===== src/sspe_pkg.sv =====
// sspe_pkg: shared widths, action and status codes, and beat types
// for the stack positional edit engine; no dependencies
`timescale 1ns / 1ps

package sspe_pkg;

  // default number of stack entries
  localparam int DEPTH_DEF = 32;

  // field widths
  localparam int ACT_W  = 3;
  localparam int VAL_W  = 18;
  localparam int POS_W  = 6;
  localparam int ELEM_W = 19;
  localparam int ST_W   = 3;

  // action codes
  localparam logic [ACT_W-1:0] ACT_PUSH   = 3'd0;
  localparam logic [ACT_W-1:0] ACT_SEARCH = 3'd1;
  localparam logic [ACT_W-1:0] ACT_INSERT = 3'd2;
  localparam logic [ACT_W-1:0] ACT_DELETE = 3'd3;
  localparam logic [ACT_W-1:0] ACT_SWAP   = 3'd4;
  localparam logic [ACT_W-1:0] ACT_DOUBLE = 3'd5;
  localparam logic [ACT_W-1:0] ACT_COUNT  = 3'd6;

  // status codes
  localparam logic [ST_W-1:0] ST_OK       = 3'd0;
  localparam logic [ST_W-1:0] ST_FULL     = 3'd1;
  localparam logic [ST_W-1:0] ST_EMPTY    = 3'd2;
  localparam logic [ST_W-1:0] ST_NOTFOUND = 3'd3;
  localparam logic [ST_W-1:0] ST_BADPOS   = 3'd4;

  // control of the shared value unit
  typedef struct packed {
    logic use_key;  // output the key instead of the stored entry
    logic dbl;      // double the value
  } alu_ctl_t;

  // one result beat
  typedef struct packed {
    logic [ST_W-1:0]          status;
    logic                     has_value;
    logic signed [ELEM_W-1:0] elem_value;
    logic                     found;
    logic [POS_W-1:0]         depth_count;
    logic                     last;
  } res_t;

endpackage


===== src/sspe_store.sv =====
// sspe_store: stack entry memory, one write and one registered read port
// depends on sspe_pkg for the value width
`timescale 1ns / 1ps

module sspe_store
  import sspe_pkg::*;
#(
  parameter int DEPTH = DEPTH_DEF,
  parameter int AW    = $clog2(DEPTH)
) (
  input  logic                    clk,
  input  logic                    we,
  input  logic [AW-1:0]           waddr,
  input  logic signed [VAL_W-1:0] wdata,
  input  logic [AW-1:0]           raddr,
  output logic signed [VAL_W-1:0] rdata
);

  logic signed [VAL_W-1:0] mem [DEPTH];

  // write port
  always_ff @(posedge clk) begin
    if (we) begin
      mem[waddr] <= wdata;
    end
  end

  // registered read port
  always_ff @(posedge clk) begin
    rdata <= mem[raddr];
  end

endmodule


===== src/sspe_alu.sv =====
// sspe_alu: shared compare and value unit, key match and emitted value
// depends on sspe_pkg for widths and alu_ctl_t
`timescale 1ns / 1ps

module sspe_alu
  import sspe_pkg::*;
(
  input  logic signed [VAL_W-1:0]  entry,
  input  logic signed [VAL_W-1:0]  key,
  input  alu_ctl_t                 ctl,
  output logic                     match,
  output logic signed [ELEM_W-1:0] value
);

  logic signed [VAL_W-1:0] src;

  // key compare against the entry just read
  assign match = (entry == key);

  // pick source, then pass sign-extended or doubled
  assign src   = ctl.use_key ? key : entry;
  assign value = ctl.dbl ? {src, 1'b0} : {src[VAL_W-1], src};

endmodule


===== src/sspe_ctrl.sv =====
// sspe_ctrl: sequencer for scans and runs, fill count and result register
// depends on sspe_pkg; drives sspe_store and sspe_alu
`timescale 1ns / 1ps

module sspe_ctrl
  import sspe_pkg::*;
#(
  parameter int DEPTH = DEPTH_DEF,
  parameter int AW    = $clog2(DEPTH),
  parameter int FW    = $clog2(DEPTH + 1)
) (
  input  logic                     clk,
  input  logic                     rst,
  // input beats
  input  logic                     in_valid,
  output logic                     in_ready,
  input  logic [ACT_W-1:0]         in_action,
  input  logic signed [VAL_W-1:0]  in_key,
  input  logic [POS_W-1:0]         in_pa,
  input  logic [POS_W-1:0]         in_pb,
  // result beats
  output logic                     out_valid,
  input  logic                     out_ready,
  output res_t                     res,
  // memory
  output logic                     mem_we,
  output logic [AW-1:0]            mem_waddr,
  output logic signed [VAL_W-1:0]  mem_wdata,
  output logic [AW-1:0]            mem_raddr,
  // shared unit
  output alu_ctl_t                 alu_ctl,
  output logic signed [VAL_W-1:0]  alu_key,
  input  logic                     alu_match,
  input  logic signed [ELEM_W-1:0] alu_val
);

  localparam logic [1:0] S_IDLE = 2'd0;
  localparam logic [1:0] S_SCAN = 2'd1;
  localparam logic [1:0] S_LD   = 2'd2;
  localparam logic [1:0] S_OUT  = 2'd3;

  logic [1:0]              state, state_next;
  logic [FW-1:0]           fill, fill_next;
  logic [ACT_W-1:0]        op;
  logic signed [VAL_W-1:0] key;
  logic [POS_W-1:0]        pa, pb;
  logic [POS_W-1:0]        ord, ord_next;
  logic [POS_W-1:0]        dpos, dpos_next;
  res_t                    res_next;

  logic                    accept;
  logic [ACT_W-1:0]        op_c;
  logic [POS_W-1:0]        pa_c, pb_c;
  logic [POS_W-1:0]        fill6;
  logic                    full, empty;
  logic [POS_W-1:0]        run_len;
  logic [POS_W-1:0]        src_ord;
  logic [POS_W-1:0]        diff;

  function automatic res_t single(input logic [ST_W-1:0] st, input logic fnd,
                                  input logic [POS_W-1:0] dc);
    res_t r;
    r.status      = st;
    r.has_value   = 1'b0;
    r.elem_value  = '0;
    r.found       = fnd;
    r.depth_count = dc;
    r.last        = 1'b1;
    return r;
  endfunction

  assign accept    = in_valid && in_ready;
  assign in_ready  = (state == S_IDLE);
  assign out_valid = (state == S_OUT);
  assign fill6     = POS_W'(fill);
  assign full      = (fill == FW'(DEPTH));
  assign empty     = (fill == '0);

  // current item fields, taken straight from the port in the accept cycle
  assign op_c = accept ? in_action : op;
  assign pa_c = accept ? in_pa : pa;
  assign pb_c = accept ? in_pb : pb;

  // number of beats in the run for the latched action
  always_comb begin
    case (op)
      ACT_INSERT: run_len = fill6 + POS_W'(1);
      ACT_DELETE: run_len = fill6 - POS_W'(1);
      default:    run_len = fill6;
    endcase
  end

  // shared unit control
  assign alu_key     = key;
  assign alu_ctl.use_key = (op == ACT_INSERT) && (ord == pa);
  assign alu_ctl.dbl     = (op == ACT_DOUBLE);

  // source ordinal of the next beat, then its memory address
  always_comb begin
    src_ord = ord_next;
    if (state_next != S_SCAN) begin
      case (op_c)
        ACT_INSERT: if (ord_next > pa_c) src_ord = ord_next - POS_W'(1);
        ACT_DELETE: if (ord_next >= dpos_next) src_ord = ord_next + POS_W'(1);
        ACT_SWAP: begin
          if (ord_next == pa_c) begin
            src_ord = pb_c;
          end else if (ord_next == pb_c) begin
            src_ord = pa_c;
          end
        end
        default: src_ord = ord_next;
      endcase
    end
  end

  assign diff      = fill6 - src_ord;
  assign mem_raddr = (diff < POS_W'(DEPTH)) ? diff[AW-1:0] : '0;
  assign mem_waddr = fill[AW-1:0];
  assign mem_wdata = in_key;

  // sequencer
  always_comb begin
    state_next = state;
    fill_next  = fill;
    ord_next   = ord;
    dpos_next  = dpos;
    res_next   = res;
    mem_we     = 1'b0;
    case (state)
      S_IDLE: begin
        if (in_valid) begin
          state_next = S_OUT;
          ord_next   = POS_W'(1);
          case (in_action)
            ACT_PUSH: begin
              if (full) begin
                res_next = single(ST_FULL, 1'b0, fill6);
              end else begin
                mem_we    = 1'b1;
                fill_next = fill + FW'(1);
                res_next  = single(ST_OK, 1'b0, fill6 + POS_W'(1));
              end
            end
            ACT_SEARCH: begin
              if (empty) begin
                res_next = single(ST_OK, 1'b0, fill6);
              end else begin
                state_next = S_SCAN;
              end
            end
            ACT_INSERT: begin
              if (full) begin
                res_next = single(ST_FULL, 1'b0, fill6);
              end else if (in_pa == '0 || in_pa > fill6) begin
                res_next = single(ST_BADPOS, 1'b0, fill6);
              end else begin
                state_next = S_LD;
              end
            end
            ACT_DELETE: begin
              if (empty) begin
                res_next = single(ST_EMPTY, 1'b0, fill6);
              end else begin
                state_next = S_SCAN;
              end
            end
            ACT_SWAP: begin
              if (empty) begin
                res_next = single(ST_EMPTY, 1'b0, fill6);
              end else if (in_pa == '0 || in_pa > in_pb || in_pb > fill6) begin
                res_next = single(ST_BADPOS, 1'b0, fill6);
              end else begin
                state_next = S_LD;
              end
            end
            ACT_DOUBLE: begin
              if (empty) begin
                res_next = single(ST_EMPTY, 1'b0, fill6);
              end else begin
                state_next = S_LD;
              end
            end
            default: res_next = single(ST_OK, 1'b0, fill6);
          endcase
        end
      end
      S_SCAN: begin
        // entry at ordinal ord is on the read port
        if (alu_match) begin
          if (op == ACT_SEARCH) begin
            res_next   = single(ST_OK, 1'b1, fill6);
            state_next = S_OUT;
          end else if (fill6 == POS_W'(1)) begin
            // deleting the only element leaves an empty run
            res_next   = single(ST_OK, 1'b0, fill6);
            state_next = S_OUT;
          end else begin
            dpos_next  = ord;
            ord_next   = POS_W'(1);
            state_next = S_LD;
          end
        end else if (ord == fill6) begin
          res_next   = single((op == ACT_SEARCH) ? ST_OK : ST_NOTFOUND, 1'b0, fill6);
          state_next = S_OUT;
        end else begin
          ord_next = ord + POS_W'(1);
        end
      end
      S_LD: begin
        res_next.status      = ST_OK;
        res_next.has_value   = 1'b1;
        res_next.elem_value  = alu_val;
        res_next.found       = 1'b0;
        res_next.depth_count = fill6;
        res_next.last        = (ord == run_len);
        state_next           = S_OUT;
      end
      S_OUT: begin
        if (out_ready) begin
          if (res.last) begin
            state_next = S_IDLE;
          end else begin
            ord_next   = ord + POS_W'(1);
            state_next = S_LD;
          end
        end
      end
      default: state_next = S_IDLE;
    endcase
  end

  // control registers
  always_ff @(posedge clk) begin
    if (rst) begin
      state <= S_IDLE;
      fill  <= '0;
    end else begin
      state <= state_next;
      fill  <= fill_next;
    end
  end

  // payload registers
  always_ff @(posedge clk) begin
    ord  <= ord_next;
    dpos <= dpos_next;
    res  <= res_next;
    if (accept) begin
      op  <= in_action;
      key <= in_key;
      pa  <= in_pa;
      pb  <= in_pb;
    end
  end

endmodule


===== src/stack_positional_edit_engine.sv =====
// stack_positional_edit_engine: top level, stream ports and beat packing
// depends on sspe_pkg, sspe_store, sspe_alu and sspe_ctrl
`timescale 1ns / 1ps

// Bounded stack of signed 18-bit values, top at ordinal 1.
// One beat on s_axis carries an action; the block answers on m_axis with
// one beat, or for a successful insert, delete, swap or double with a run of beats that
// lists the edited copy of the stack from top to bottom, tlast on the end.
// The store itself only changes on push.
// Order of work per action:
//   push, count, errors: result valid in the cycle after the input beat
//   search: one entry read per cycle from the top until a match or the bottom
//   swap, double, insert: each run beat is set by the registered
//   memory read followed by the result register load
//   delete: a scan for the key as for search, then run beats as above
// s_axis_tready is high only while no item is in work; it rises the cycle
// after the last beat of a result is taken. A stalled m_axis holds its beat
// and the sequencer waits. Reset empties the stack at once (fill count 0)
// and leaves the block ready; stored entries are not cleared.
module stack_positional_edit_engine
  import sspe_pkg::*;
#(
  parameter int DEPTH = DEPTH_DEF
) (
  input  logic        clk,
  input  logic        rst,
  input  logic        s_axis_tvalid,
  output logic        s_axis_tready,
  input  logic [31:0] s_axis_tdata,   // key_value[17:0], pos_a[23:18], pos_b[29:24]
  input  logic [2:0]  s_axis_tuser,   // action[2:0]
  output logic        m_axis_tvalid,
  input  logic        m_axis_tready,
  output logic [31:0] m_axis_tdata,   // status[2:0], elem_value[21:3], found[22],
                                      // depth_count[28:23]
  output logic [0:0]  m_axis_tuser,   // has_value[0]
  output logic        m_axis_tlast
);

  localparam int AW = $clog2(DEPTH);
  localparam int FW = $clog2(DEPTH + 1);

  logic                     mem_we;
  logic [AW-1:0]            mem_waddr, mem_raddr;
  logic signed [VAL_W-1:0]  mem_wdata, mem_rdata;
  alu_ctl_t                 alu_ctl;
  logic signed [VAL_W-1:0]  alu_key;
  logic                     alu_match;
  logic signed [ELEM_W-1:0] alu_val;
  res_t                     res;

  sspe_ctrl #(.DEPTH(DEPTH), .AW(AW), .FW(FW)) u_ctrl (
    .clk       (clk),
    .rst       (rst),
    .in_valid  (s_axis_tvalid),
    .in_ready  (s_axis_tready),
    .in_action (s_axis_tuser),
    .in_key    (s_axis_tdata[17:0]),
    .in_pa     (s_axis_tdata[23:18]),
    .in_pb     (s_axis_tdata[29:24]),
    .out_valid (m_axis_tvalid),
    .out_ready (m_axis_tready),
    .res       (res),
    .mem_we    (mem_we),
    .mem_waddr (mem_waddr),
    .mem_wdata (mem_wdata),
    .mem_raddr (mem_raddr),
    .alu_ctl   (alu_ctl),
    .alu_key   (alu_key),
    .alu_match (alu_match),
    .alu_val   (alu_val)
  );

  sspe_store #(.DEPTH(DEPTH), .AW(AW)) u_store (
    .clk   (clk),
    .we    (mem_we),
    .waddr (mem_waddr),
    .wdata (mem_wdata),
    .raddr (mem_raddr),
    .rdata (mem_rdata)
  );

  sspe_alu u_alu (
    .entry (mem_rdata),
    .key   (alu_key),
    .ctl   (alu_ctl),
    .match (alu_match),
    .value (alu_val)
  );

  // result beat packing
  assign m_axis_tdata = {3'b000, res.depth_count, res.found, res.elem_value, res.status};
  assign m_axis_tuser = res.has_value;
  assign m_axis_tlast = res.last;

endmodule


===== config.mk =====
export PLATFORM = sky130hd
export DESIGN_NAME = stack_positional_edit_engine
export DESIGN_NICKNAME = d
export VERILOG_FILES = /design/src/sspe_pkg.sv /design/src/sspe_store.sv /design/src/sspe_alu.sv /design/src/sspe_ctrl.sv /design/src/stack_positional_edit_engine.sv
export SDC_FILE = /design/constraint.sdc
export NUM_CORES = 1
export LEC_CHECK = 0
export ABC_AREA = 1
export BUFFER_PORTS_ARGS = -buffer_cell sky130_fd_sc_hd__buf_2
export CAP_MARGIN = 30
export CORE_UTILIZATION = 45
export CTS_BUF_LIST = sky130_fd_sc_hd__clkbuf_2 sky130_fd_sc_hd__clkbuf_4 sky130_fd_sc_hd__clkbuf_8
export CTS_CLUSTER_DIAMETER = 60
export DETAILED_ROUTE_END_ITERATION = 10
export PLACE_DENSITY = 0.6
export SLEW_MARGIN = 10
export SYNTH_ARGS = -nofsm -noshare
export SYNTH_HDL_FRONTEND = slang
export SYNTH_HIERARCHICAL = 1
export SYNTH_SLANG_ARGS = --single-unit

===== constraint.sdc =====
create_clock -name clk -period 7.7 [get_ports clk]
set_input_delay 1.54 -clock clk [delete_from_list [all_inputs] [get_ports clk]]
set_output_delay 1.54 -clock clk [all_outputs]
set_load 0.01 [all_outputs]

# Yosys cells after proc, flatten, opt, wreduce, memory -nomap -nowiden
# Memories as Yosys holds them, arrays and structs flattened. A register that Yosys moved wholly into a read port is not among the register bits.
# Index checks and enable logic that the tools add are counted.
# totals
n_memories,1
input_bits,39
latchBits,0
rom_bits,0
wordCells,134
reg_bits,84
output_inout_bits,36
ramBits,576
# mem_list
name,words,word_bits,rd,rd_ports_with_merged_regs,wr,line_no,rtl
u_store.mem,32,18,1,1,1,sspe_store.sv:19,logic signed [VAL_W-1:0] mem [DEPTH];
# op_classes
bitwise,1
eq_ne,31
reduce_logical,14
order_cmp,6
addsub,6
muxes,61
n_mul,0
n_div,0
shifts,0
# ops
op,n
$mux 31,11
$pmux 31 s5,1
$mux 6,18
$pmux 31 s3,1
$mux 18,2
$pmux 6 s3,2
$eq 6x6->1,5
$mux 29,1
$gt 6x6->1,4
$mux 2,10
$add 6x1->6 const B,3
$eq 18x18->1,1
$eq 3x2->1 const B,6
$pmux 2 s4,2
$eq 3x3->1 const B,4
$logic_not 6->1,2
$pmux 6 s2,1
$sub 6x1->6 const B,2
$mux 1,10
$ne 4x4->1 const B,2
$reduce_and 8->1,1
$eq 3x1->1 const B,2
$eq 6x1->1 const B,1
$eq 6x6->1 const B,1
20 further kinds,26

# Depth between registers and ports, before layout
# Gate-level depths: netlist of run 1.
# logic_depth
depth_word,13
depth_mapped,55
ltp_nobuf,52

# By module
# The synthesis of run 1 kept the hierarchy.
# by_module_without_submodules
module,area_per_inst_um2,seq_area_each_um2,cells_each,n_inst
sspe_store,23847.9,17656.9,2009,1
sspe_ctrl,6078.3,2172.1,803,1
sspe_alu,764.5,0.0,155,1
stack_positional_edit_engine,26.3,0.0,4,1

# Worst setup path after synthesis of run 1
# OpenSTA, ideal clock, no wires.
# synth_path
path_type,input -> register
start,input s_axis_tvalid
end,"register u_store.rdata[4], read port of u_store.mem"
required_time_ns,7.587
path_stages,40
arrival_ns,6.513
path_buffers,4
setup_ns,0.113
setup_slack_ns,1.073
path_cell_list,nand2_1 > inv_1 > clkbuf_1 > or2_2 > o21ai_0 > ha_1 > nand2_1 > nor2_1 > nand3_1 > inv_1 > nor2_1 > nand3_1 > a21oi_1 > nor2_1 > nand3_1 > o21ai_1 > ha_1 > a21oi_1 > [4 not listed] > a21oi_1 > xor2_1 > inv_1 > nand3_2 > nand2_4 > nor2_2 > buf_4 > inv_6 > buf_8 > buf_4 > nand2_1 > nand3_1 > nand3_1 > nand2_1 > nand2_1 > nand2_1 > nand2_1 > nand2_1
# synth_between
elab_chain_cells,10
word_cells_on_any_way,27
classes_between,3 x add/sub; 3 x order compare; 6 x eq/ne; 14 x mux; 1 x reduce/logical
# synth_lines
element,line_no,rtl
start: declaration,stack_positional_edit_engine.sv:27,"input logic s_axis_tvalid,"
$logic_and 1x1->1 *,sspe_ctrl.sv:72,assign accept = in_valid && in_ready;
named net u_ctrl.accept,sspe_ctrl.sv:51,logic accept;
branches (longest 4 deep; another with $gt 6x6->1),--,
$pmux 6 s3 *,sspe_ctrl.sv:102,case (op_c)
$mux 6 *,sspe_ctrl.sv:101,if (state_next != S_SCAN) begin
$sub 6x6->6 *,sspe_ctrl.sv:117,assign diff = fill6 - src_ord;
$lt 6x6->1,sspe_ctrl.sv:118,assign mem_raddr = (diff < POS_W'(DEPTH)) ? diff[AW-1:0] : '0;
$mux 5 *,sspe_ctrl.sv:118,
named net mem_raddr[0],stack_positional_edit_engine.sv:43,"logic [AW-1:0] mem_waddr, mem_raddr;"
end: declaration,sspe_store.sv:16,output logic signed [VAL_W-1:0] rdata
# Mark *: on every way through the listed nets, which the timed path passes.
# A chain may end at the register's enable or synchronous reset.

# Worst setup path in the final report of run 1
# layout_path
start,register u_ctrl.key[17] (netlist: u_ctrl/alu_key[17])
end,"register u_store.rdata[2], read port of u_store.mem"
# layout_between
elab_chain_cells,11
word_cells_on_any_way,23
classes_between,3 x add/sub; 3 x order compare; 4 x eq/ne; 13 x mux
# layout_lines
element,line_no,rtl
start: declaration,sspe_ctrl.sv:45,logic signed [VAL_W-1:0] key;
start signal: assignment,sspe_ctrl.sv:251,key <= in_key;
$eq 18x18->1 *,sspe_alu.sv:18,assign match = (entry == key);
named net alu_match,stack_positional_edit_engine.sv:47,logic alu_match;
$mux 6 *,sspe_ctrl.sv:190,if (alu_match) begin
$pmux 6 s3 *,sspe_ctrl.sv:130,case (state)
named net u_ctrl.ord_next[5],sspe_ctrl.sv:47,"logic [POS_W-1:0] ord, ord_next;"
branches (longest 4 deep; another with $add 6x1->6),--,
$mux 6 *,sspe_ctrl.sv:101,
$sub 6x6->6 *,sspe_ctrl.sv:117,
$lt 6x6->1,sspe_ctrl.sv:118,
$mux 5 *,sspe_ctrl.sv:118,
named net mem_raddr[0],stack_positional_edit_engine.sv:43,
# Marked as above.

==> results.cfg, run 1 <==
[logic_synthesis]
yosysSeqAreaShare_pct = 64.6
netlist_area_sq_mm = 0.0307
synth-seq-cells = 678
synth_area_per_cell_sq_um = 10.3
synth.most_common_cell = nand2_1
synth.area.top_cells = edfxtp_1 (61%), nand2_1 (13%), nand3_1 (8.0%)
ys.flop_type = edfxtp_1
synth_top_area_share_pct = 61.1
synth_cells = 2971
async_reset_ff_share_pct = 0
yosys.area.top_type = edfxtp_1
synth_cell_types = 54
synth_edf_count = 625
synth_common_cells = nand2_1 (1043), edfxtp_1 (625), nand3_1 (494), inv_1 (157), nor2_1 (85)
ys_warn_count = 6

[die]
ios = 75
start_util_pct = 45.6
fp-row-count = 95
fp.dieW_um = 263
dieArea_sq_mm = 0.0693
die_h_um = 263
core_sq_mm = 0.0674

[pwr]
p_switching_mw = 7.46
clkPwrFrac_pct = 19.6
seqPwrFrac_pct = 27.6
powerDensity_mw_per_mm2 = 461
internal_power_mw = 8.32
swShare_pct = 47.3
leakage_nw = 13.5
ir_worst_vdd_v = 0.000493
combPwrFrac_pct = 52.8

[route]
vias = 21600
wire_per_inst_um = 19.9
drtPass1Iterations = 5
postRouteAntennaNets = 0
routed_via_density = 5.35
drt_iter0_markers = 2401
remaining_drc_errors = 0
drt_wl_total_um = 80200

[global_route]
grt_max_degree = 78
grt_pass1_wl_um = 120000
grt_usage_pct = 22.7
grt_pass1_vias = 20200
overflow = 0
antenna_found_initial = 1

[clocking]
clock-sinks = 678
ctsHoldBuffers = 0
cts_buffers = 110
root_buffer = clkbuf_8
tritoncts = built
cts.clk_slew.worst_paths_ns = 0.06
clock_latency_ns = 0.72
cts_buffer_depth = 3
htreeDepth = 3

[hold_path]
hold_class = register to register
hold_end = u_ctrl/dpos[0]
min_from = u_ctrl/dpos[0]
holdPathStages = 2

[worst_setup_path]
path_common_cell = nand2_1
worst_setup_path_end_kind = register
crit_type = register to register
crit_path_start_kind = register
rr_worst_depth = 49
slowest_stage = edfxtp_1
cp_data_required_time_ns = 8.30
rrSetupSlack_ns = 0.77
crit_fanout = 71
r2r-start = u_ctrl/alu_key[17]
cpPeakStageDelay_ns = 0.41
reg2reg_to = u_store/rdata[2]
arrival_ns = 7.53

[run_status]
status = finished clean

[layout]
fin_nets = 3155
layout-drive-gt1-share_pct = 13.4
area.growth.synth_to_final_pct = 11.5
final_util_pct = 50.8

[sta]
fin_crit_ns = 6.93
clock.fmax_mhz = 144
slew_headroom_pct = 40.8
fin_setup_tns_ns = 0
maxSlewViolCount = 0
hold_ws_ns = 0.520
rsz0062_at_grt = false
worst_pin_slew_ns = 0.887
fin_skew_ns = 0.0286
fin_crit_sh_pct = 89.9
setup_viol = 0
hold_viol = 0

[placement]
hpwl_um = 48600
gp_congestion = 0.882
portBuffers = 69

[job]
cap_violations = 0
==> kinds of logic (layout without fill, tap and decap cells) <==
| kind of cell | count (synthesis) | count (layout) | synth area share, % |
|---|---|---|---|
| other | 1 | 5 | 0.0122 |
| AND/OR/NAND/NOR | 1703 | 1703 | 23.7 |
| multiplexers | 16 | 16 | 0.538 |
| XOR/XNOR | 19 | 19 | 0.542 |
| adder cells (fa/ha/maj) | 45 | 45 | 1.86 |
| buffers and inverters | 342 | 529 | 5.76 |
| flip-flops | 678 | 678 | 64.6 |
| AO/OA/AOI/OAI | 167 | 167 | 3.06 |
==> state kept, by name, indices dropped and copies added, names as in the netlist <==
name,cells
u_store/mem,576
u_ctrl/res,31
u_ctrl/alu_key,18
u_store/rdata,18
u_ctrl/dpos,6
u_ctrl/fill,6
u_ctrl/ord,6
u_ctrl/pa,6
u_ctrl/pb,6
u_ctrl/op,3
u_ctrl/state,2
==> area by class of cell <==
type,count,area [sq um]
Inverter,177,674
Sequential cell,678,19800
Antenna cell,2,5.00
Tap cell,873,1090
Fill cell,5969,33100
Clock inverter,56,405
Timing Repair Buffer,151,1230
Multi-Input combinational cell,1953,9220
Clock buffer,145,1800
==> layer usage <==
metal	global-route usage [%]	vias to the layer above	wire length [um]
met3	3.75	101	6180
met2	34.5	793	36200
met1	33.2	10400	36200
met5	0	-	0
met4	7.11	0	1580
li1	-	10300	-
==> worst max-delay path by stage <==
stage / end / startpoint / slack (ns) / cells after the start
2_1_floorplan: u_store/rdata[4] / s_axis_tvalid / 1.07 / 40
3_3_place_gp: u_store/rdata[11] / m_axis_tready / 0.26 / 43
3_5_place_dp: u_store/rdata[13] / m_axis_tready / 0.20 / 44
4_1_cts: u_store/rdata[4] / u_ctrl/alu_key[17] / 0.63 / 49
5_1_grt: u_store/rdata[11] / u_store/rdata[16] / 0.03 / 51
6_report: u_store/rdata[2] / u_ctrl/alu_key[17] / 0.77 / 49
==> worst max-delay path: cells and delay by family (launching register included) <==
kind	cells	cell delay, ns
compound gates	6	0.73
fa+ha+maj	2	0.67
flops	1	0.41
simple gates	32	3.49
buf+inv	7	0.96
xor+xnor	2	0.43
==> placed cells by master (no fill, tap or decap), drive strengths merged, types with 7 or more instances in the layout <==
| cell type | count |
|---|---|
| nand2 | 1067 |
| edfxtp | 625 |
| nand3 | 497 |
| inv | 176 |
| buf | 149 |
| clkbuf | 147 |
| nor2 | 98 |
| o21ai | 81 |
| dfxtp | 53 |
| clkinv | 48 |
| a21oi | 46 |
| ha | 44 |
| mux2i | 15 |
| or2 | 15 |
| xor2 | 12 |
| nand4 | 12 |
| o211ai | 11 |
| nor3 | 9 |
| xnor2 | 7 |
==> power groups by stage <==
stage                     logic (mW)  registers [mW]  clock network, mW
after floorplan                 5.67            4.41                  0
after global placement          8.02            4.42                  0
after detailed placement        8.13            4.43                  0
after CTS                       8.16            4.35               3.17
final                           8.33            4.35               3.10
after global routing            9.15            4.37               3.31
==> per-stage QoR <==
step | std cells | setup WS [ns] | cell area (sq um) | power [mW]
floorplan | 2973 | 1.07 | 30700 | 10.1
global placement | 3815 | 0.256 | 31800 | 12.4
detailed placement | 3827 | 0.196 | 32000 | 12.6
CTS | 4028 | 0.634 | 34200 | 15.7
global route | 4034 | 0.0259 | 34300 | 16.8
finish | 4035 | 0.774 | 34300 | 15.8
==> timing repair <==
| item | CTS | global route |
|---|---|---|
| resized for setup | 0 | 4 |
| endpoints found under the setup margin | 0 | 18 |
| buffers inserted | 0 | 2 |
Power figures use the tool's default switching activity.
==> run 2, diff against run 1 <==
BUFFER_PORTS_ARGS = default   (was -buffer_cell sky130_fd_sc_hd__buf_2)
CORE_UTILIZATION = 35   (was 45)
DONT_BUFFER_PORTS = 1   (was default)
PLACE_DENSITY = 0.48   (was 0.6)
==> results.cfg, run 2 (synthesis gave the netlist of run 1 again) <==
[sta]
rsz0062_at_grt = false
hold_viol = 0
layout_setup_ws_ns = 0.756
clock.fmax_mhz = 144
fin_crit_ns = 6.94
setup_viol = 0
slew_headroom_pct = 33.5
fin_skew_ns = 0.0334
fin_crit_sh_pct = 90.2
worst_pin_slew_ns = 0.994
maxSlewViolCount = 0

[pwr]
p_switching_mw = 7.70
leakage_nw = 13.3
internal_power_mw = 8.41
seqPwrFrac_pct = 27.3
swShare_pct = 47.8
combPwrFrac_pct = 53.0
clkPwrFrac_pct = 19.7
powerDensity_mw_per_mm2 = 468
ir_worst_vdd_v = 0.000459

[placement]
hpwl_um = 51800
placed_cell_area_sq_mm = 0.0320
place_worst_setup_slack_ns = -0.0263
portBuffers = 0
placedCellCount = 4036
gp_congestion = 0.881

[hold_path]
holdPathStages = 2
hold_end = u_ctrl/dpos[0]
min_from = u_ctrl/dpos[0]
hold_class = register to register

[layout]
layout-drive-gt1-share_pct = 11.9
final_area_sq_mm = 0.0345
fin_nets = 3090
area.growth.synth_to_final_pct = 12.2
final_cell_mix = nand2_1 (1042), edfxtp_1 (625), nand3_1 (494), inv_1 (157), clkbuf_8 (120)
reg.largest.list = u_store/mem: 576 flops, u_ctrl/res: 31 flops
final_common_cell = nand2_1
largest_reg_flops = 576
stdcell_count = 4254
regMostFlops = u_store/mem

[clocking]
tritoncts = built
cts.clk_slew.worst_paths_ns = 0.06
clock-sinks = 678
cts_buffers = 113
htreeDepth = 3
clock_latency_ns = 0.72
root_buffer = clkbuf_8
ctsHoldBuffers = 0
cts_buffer_depth = 3

[route]
drt_wl_total_um = 86100
postRouteAntennaNets = 0
vias = 21200
drtPass1Iterations = 6
routed_via_density = 4.99
drt_iter0_markers = 1760
wire_per_inst_um = 20.2
remaining_drc_errors = 0

[worst_setup_path]
slowest_stage = dfxtp_1
path_common_cell = nand2_1
r2r-start = u_ctrl/fill[0]
cp_data_required_time_ns = 8.28
reg2reg_to = u_store/rdata[8]
crit_fanout = 72
cpPeakStageDelay_ns = 0.78
arrival_ns = 7.53
crit_type = register to register
crit_path_start_kind = register
rrSetupSlack_ns = 0.76
rr_worst_depth = 43
worst_setup_path_end_kind = register

[die]
ios = 75
fp.dieW_um = 298
start_util_pct = 35.4
dieArea_sq_mm = 0.0890
fp-row-count = 108
core_sq_mm = 0.0869
die_h_um = 298

[global_route]
grt_max_degree = 145
antenna_found_initial = 4
grt_pass1_vias = 20400
grt_pass1_wl_um = 128000
overflow = 0
grt_usage_pct = 19.0

[job]
cap_violations = 0

[run_status]
status = finished clean
run 2: cell types whose count changed in the layout (fill, tap and decap cells not counted), sizes merged:
cell,change
clkinv,-8
buf,-70
bufinv,-2
diode,+1
clkinvlp,-2
inv,+4
clkbuf,+14
run 2: power groups by stage:
stage / Sequential (mW) / Clock (mW) / Combinational [mW]
2_1_floorplan: 4.41 / 0 / 5.67
3_3_place_gp: 4.47 / 0 / 8.11
6_report: 4.40 / 3.17 / 8.54
4_1_cts: 4.40 / 3.26 / 8.21
3_5_place_dp: 4.48 / 0 / 8.18
5_1_grt: 4.41 / 3.42 / 9.39
run 2: how the worst max path moves through the flow:
stage,start,endpoint,slack [ns],cells past startpoint
6_report,u_ctrl/fill[0],u_store/rdata[8],0.76,43
3_3_place_gp,m_axis_tready,u_store/rdata[5],0.13,42
3_5_place_dp,m_axis_tready,u_store/rdata[4],-0.03,42
2_1_floorplan,s_axis_tvalid,u_store/rdata[4],1.07,40
4_1_cts,u_ctrl/fill[0],u_store/rdata[17],0.46,44
5_1_grt,u_store/rdata[5],u_store/rdata[14],0.03,52
run 2: stage by stage:
stage / hold slack, ns / TNS [ns] / power (mW) / utilization (%)
floorplan: 0.443 / 0 / 10.1 / -
global placement: 0.464 / 0 / 12.6 / 36.5
detailed placement: 0.468 / -0.0652 / 12.7 / 36.8
CTS: 0.481 / 0 / 15.9 / 39.4
global route: 0.517 / 0 / 17.2 / 39.6
finish: 0.481 / 0 / 16.1 / 39.6
run 2: per-layer routing:
metal / vias up / GRT usage, % / wire [um]
met5: - / 0 / 0
met4: 0 / 6.34 / 2210
met3: 129 / 3.16 / 5360
met2: 625 / 29.2 / 38700
met1: 10300 / 27.2 / 39800
li1: 10200 / - / -
run 2: layout make-up:
cell class                      instances  area, sq um
Fill cell                            8461        52400
Clock buffer                          157         1930
Multi-Input combinational cell       1953         9230
Timing Repair Buffer                   83          997
Clock inverter                         48          322
Tap cell                             1155         1450
Inverter                              177          687
Antenna cell                            3         7.51
Sequential cell                       678        19800
run 2: what timing repair did:
action | 4_1_cts | 5_1_grt
buffers inserted | 0 | 5
gates resized for setup | 0 | 14
setup endpoints to repair | 0 | 18
run 2: critical path, delay by kind of cell, from the launching register on:
kind | cells | cell delay, ns
and+or+nand+nor | 29 | 3.28
xor gates and xnor gates | 1 | 0.26
buffers and inverters | 6 | 1.08
adders and majority gates | 2 | 0.64
AOI/OAI and AO/OA | 5 | 0.74
DFF | 1 | 0.78
==> run 3, diff against run 2 <==
CELL_PAD_IN_SITES_DETAIL_PLACEMENT = 1   (was default)
CELL_PAD_IN_SITES_GLOBAL_PLACEMENT = 2   (was default)
PLACE_DENSITY = 0.67   (was 0.48)
==> results.cfg, run 3 (synthesis gave the netlist of run 1 again) <==
[run_status]
status = finished clean

[sta]
worst_pin_slew_ns = 0.853
fin_setup_tns_ns = 0
slew_headroom_pct = 43.0
hold_viol = 0
fin_skew_ns = 0.0653
rsz0062_at_grt = false
fin_crit_sh_pct = 90.3
fin_crit_ns = 6.95
layout_setup_ws_ns = 0.746
clock.fmax_mhz = 144
setup_viol = 0
maxSlewViolCount = 0

[worst_setup_path]
worst_setup_path_end_kind = register
cpPeakStageDelay_ns = 0.44
crit_family = simple AND/OR/NAND/NOR gates
arrival_ns = 7.53
crit_fanout = 52
path_buf_inv = 6
slowest_stage = dfxtp_1
cp_data_required_time_ns = 8.28
path_common_cell = nand2_1
crit_type = register to register
crit_path_start_kind = register

[global_route]
grt_usage_pct = 21.5
grt_pass1_vias = 22900
grt_pass1_wl_um = 144000
antenna_found_initial = 5
overflow = 0
grt_max_degree = 108

[pwr]
seqPwrFrac_pct = 27.1
internal_power_mw = 8.37
powerDensity_mw_per_mm2 = 472
combPwrFrac_pct = 53.4
swShare_pct = 48.5
p_switching_mw = 7.88
leakage_nw = 13.4
clkPwrFrac_pct = 19.5
ir_worst_vdd_v = 0.000485

[die]
fp-row-count = 108
die_h_um = 298
ios = 75
dieArea_sq_mm = 0.0890
start_util_pct = 35.4
fp.dieW_um = 298
core_sq_mm = 0.0869

[placement]
placedCellCount = 4056
place_worst_setup_slack_ns = 0.200
hpwl_um = 59500
placed_cell_area_sq_mm = 0.0321
portBuffers = 0
gp_congestion = 0.840

[layout]
reg.largest.list = u_store/mem: 576 flops, u_ctrl/res: 31 flops
largest_reg_flops = 576
area.growth.synth_to_final_pct = 12.1
layout-drive-gt1-share_pct = 12.7
final_common_cell = nand2_1
regMostFlops = u_store/mem
final_cell_mix = nand2_1 (1043), edfxtp_1 (625), nand3_1 (494), inv_1 (157), clkbuf_8 (120)
fin_nets = 3103
final_area_sq_mm = 0.0344
stdcell_count = 4272

[route]
wire_per_inst_um = 22.6
drtPass1Iterations = 6
postRouteAntennaNets = 0
remaining_drc_errors = 0
drt_iter0_markers = 1395
routed_via_density = 5.14
drt_wl_total_um = 96400
vias = 21900

[clocking]
clock_latency_ns = 0.76
cts.clk_slew.worst_paths_ns = 0.06
root_buffer = clkbuf_8
ctsHoldBuffers = 0
clock-sinks = 678
tritoncts = built
cts_buffer_depth = 3
cts_buffers = 114
htreeDepth = 3

[hold_path]
hold_class = register to register

[job]
cap_violations = 0
-- run 3: changes by cell type in the layout (fill, tap and decap cells not counted), sizes merged --
cell,previous run,this run
buf,79,94
inv,180,176
clkinv,40,39
diode,3,7
clkbuf,161,167
bufinv,3,1
-- run 3: path summary, 6_finish.rpt --
path / endpoint / cells past startpoint / slack (ns) / from
max: u_store/rdata[13] / 49 / 0.75 / u_store/rdata[10]
min: u_ctrl/dpos[0] / 2 / 0.50 / u_ctrl/dpos[0]
max reg2reg: u_store/rdata[13] / 49 / 0.75 / u_store/rdata[10]
min reg2reg: u_ctrl/dpos[0] / 2 / 0.50 / u_ctrl/dpos[0]
-- run 3: power by group through the flow --
| stage | sequential, mW | combinational (mW) | clock (mW) |
|---|---|---|---|
| after floorplan | 4.41 | 5.67 | 0 |
| after global placement | 4.47 | 8.56 | 0 |
| after detailed placement | 4.48 | 8.71 | 0 |
| after CTS | 4.40 | 8.75 | 3.27 |
| after global routing | 4.41 | 9.60 | 3.43 |
| final | 4.40 | 8.68 | 3.17 |
-- run 3: timing repair --
action / CTS / global route
setup buffers: 0 / 0
resized for setup: 0 / 5
setup endpoints to repair: 0 / 18
-- run 3: worst register-to-register path, delay by kind of cell (launching register included) --
kind,cells,cell delay (ns)
buf+inv,6,0.82
flops,1,0.44
compound gates,8,1.11
fa+ha+maj,2,0.67
simple gates,32,3.51
xor+xnor,1,0.23
-- run 3: per-stage QoR --
| step | total power, mW | util [%] | hold WS (ns) |
|---|---|---|---|
| 2_1_floorplan | 10.1 | - | 0.443 |
| 3_3_place_gp | 13.0 | 36.9 | 0.478 |
| 3_5_place_dp | 13.2 | 37.0 | 0.479 |
| 4_1_cts | 16.4 | 39.5 | 0.497 |
| 5_1_grt | 17.4 | 39.6 | 0.574 |
| 6_report | 16.2 | 39.6 | 0.501 |
-- run 3: metal layers --
| layer | GRT usage [%] | share of wire [%] |
|---|---|---|
| met5 | 0 | 0 |
| met4 | 5.90 | 2.0 |
| met3 | 3.33 | 4.9 |
| met2 | 35.5 | 47 |
| met1 | 29.4 | 46 |
-- run 3: final cells by class --
class | count | area (sq um)
fillers | 9673 | 52500
flip-flops and latches | 678 | 19800
multi-input cells | 1953 | 9260
clock buffers | 166 | 2000
well taps | 1155 | 1450
repair buffers | 95 | 963
inverters | 177 | 677
clock inverters | 41 | 245
diodes | 7 | 17.5
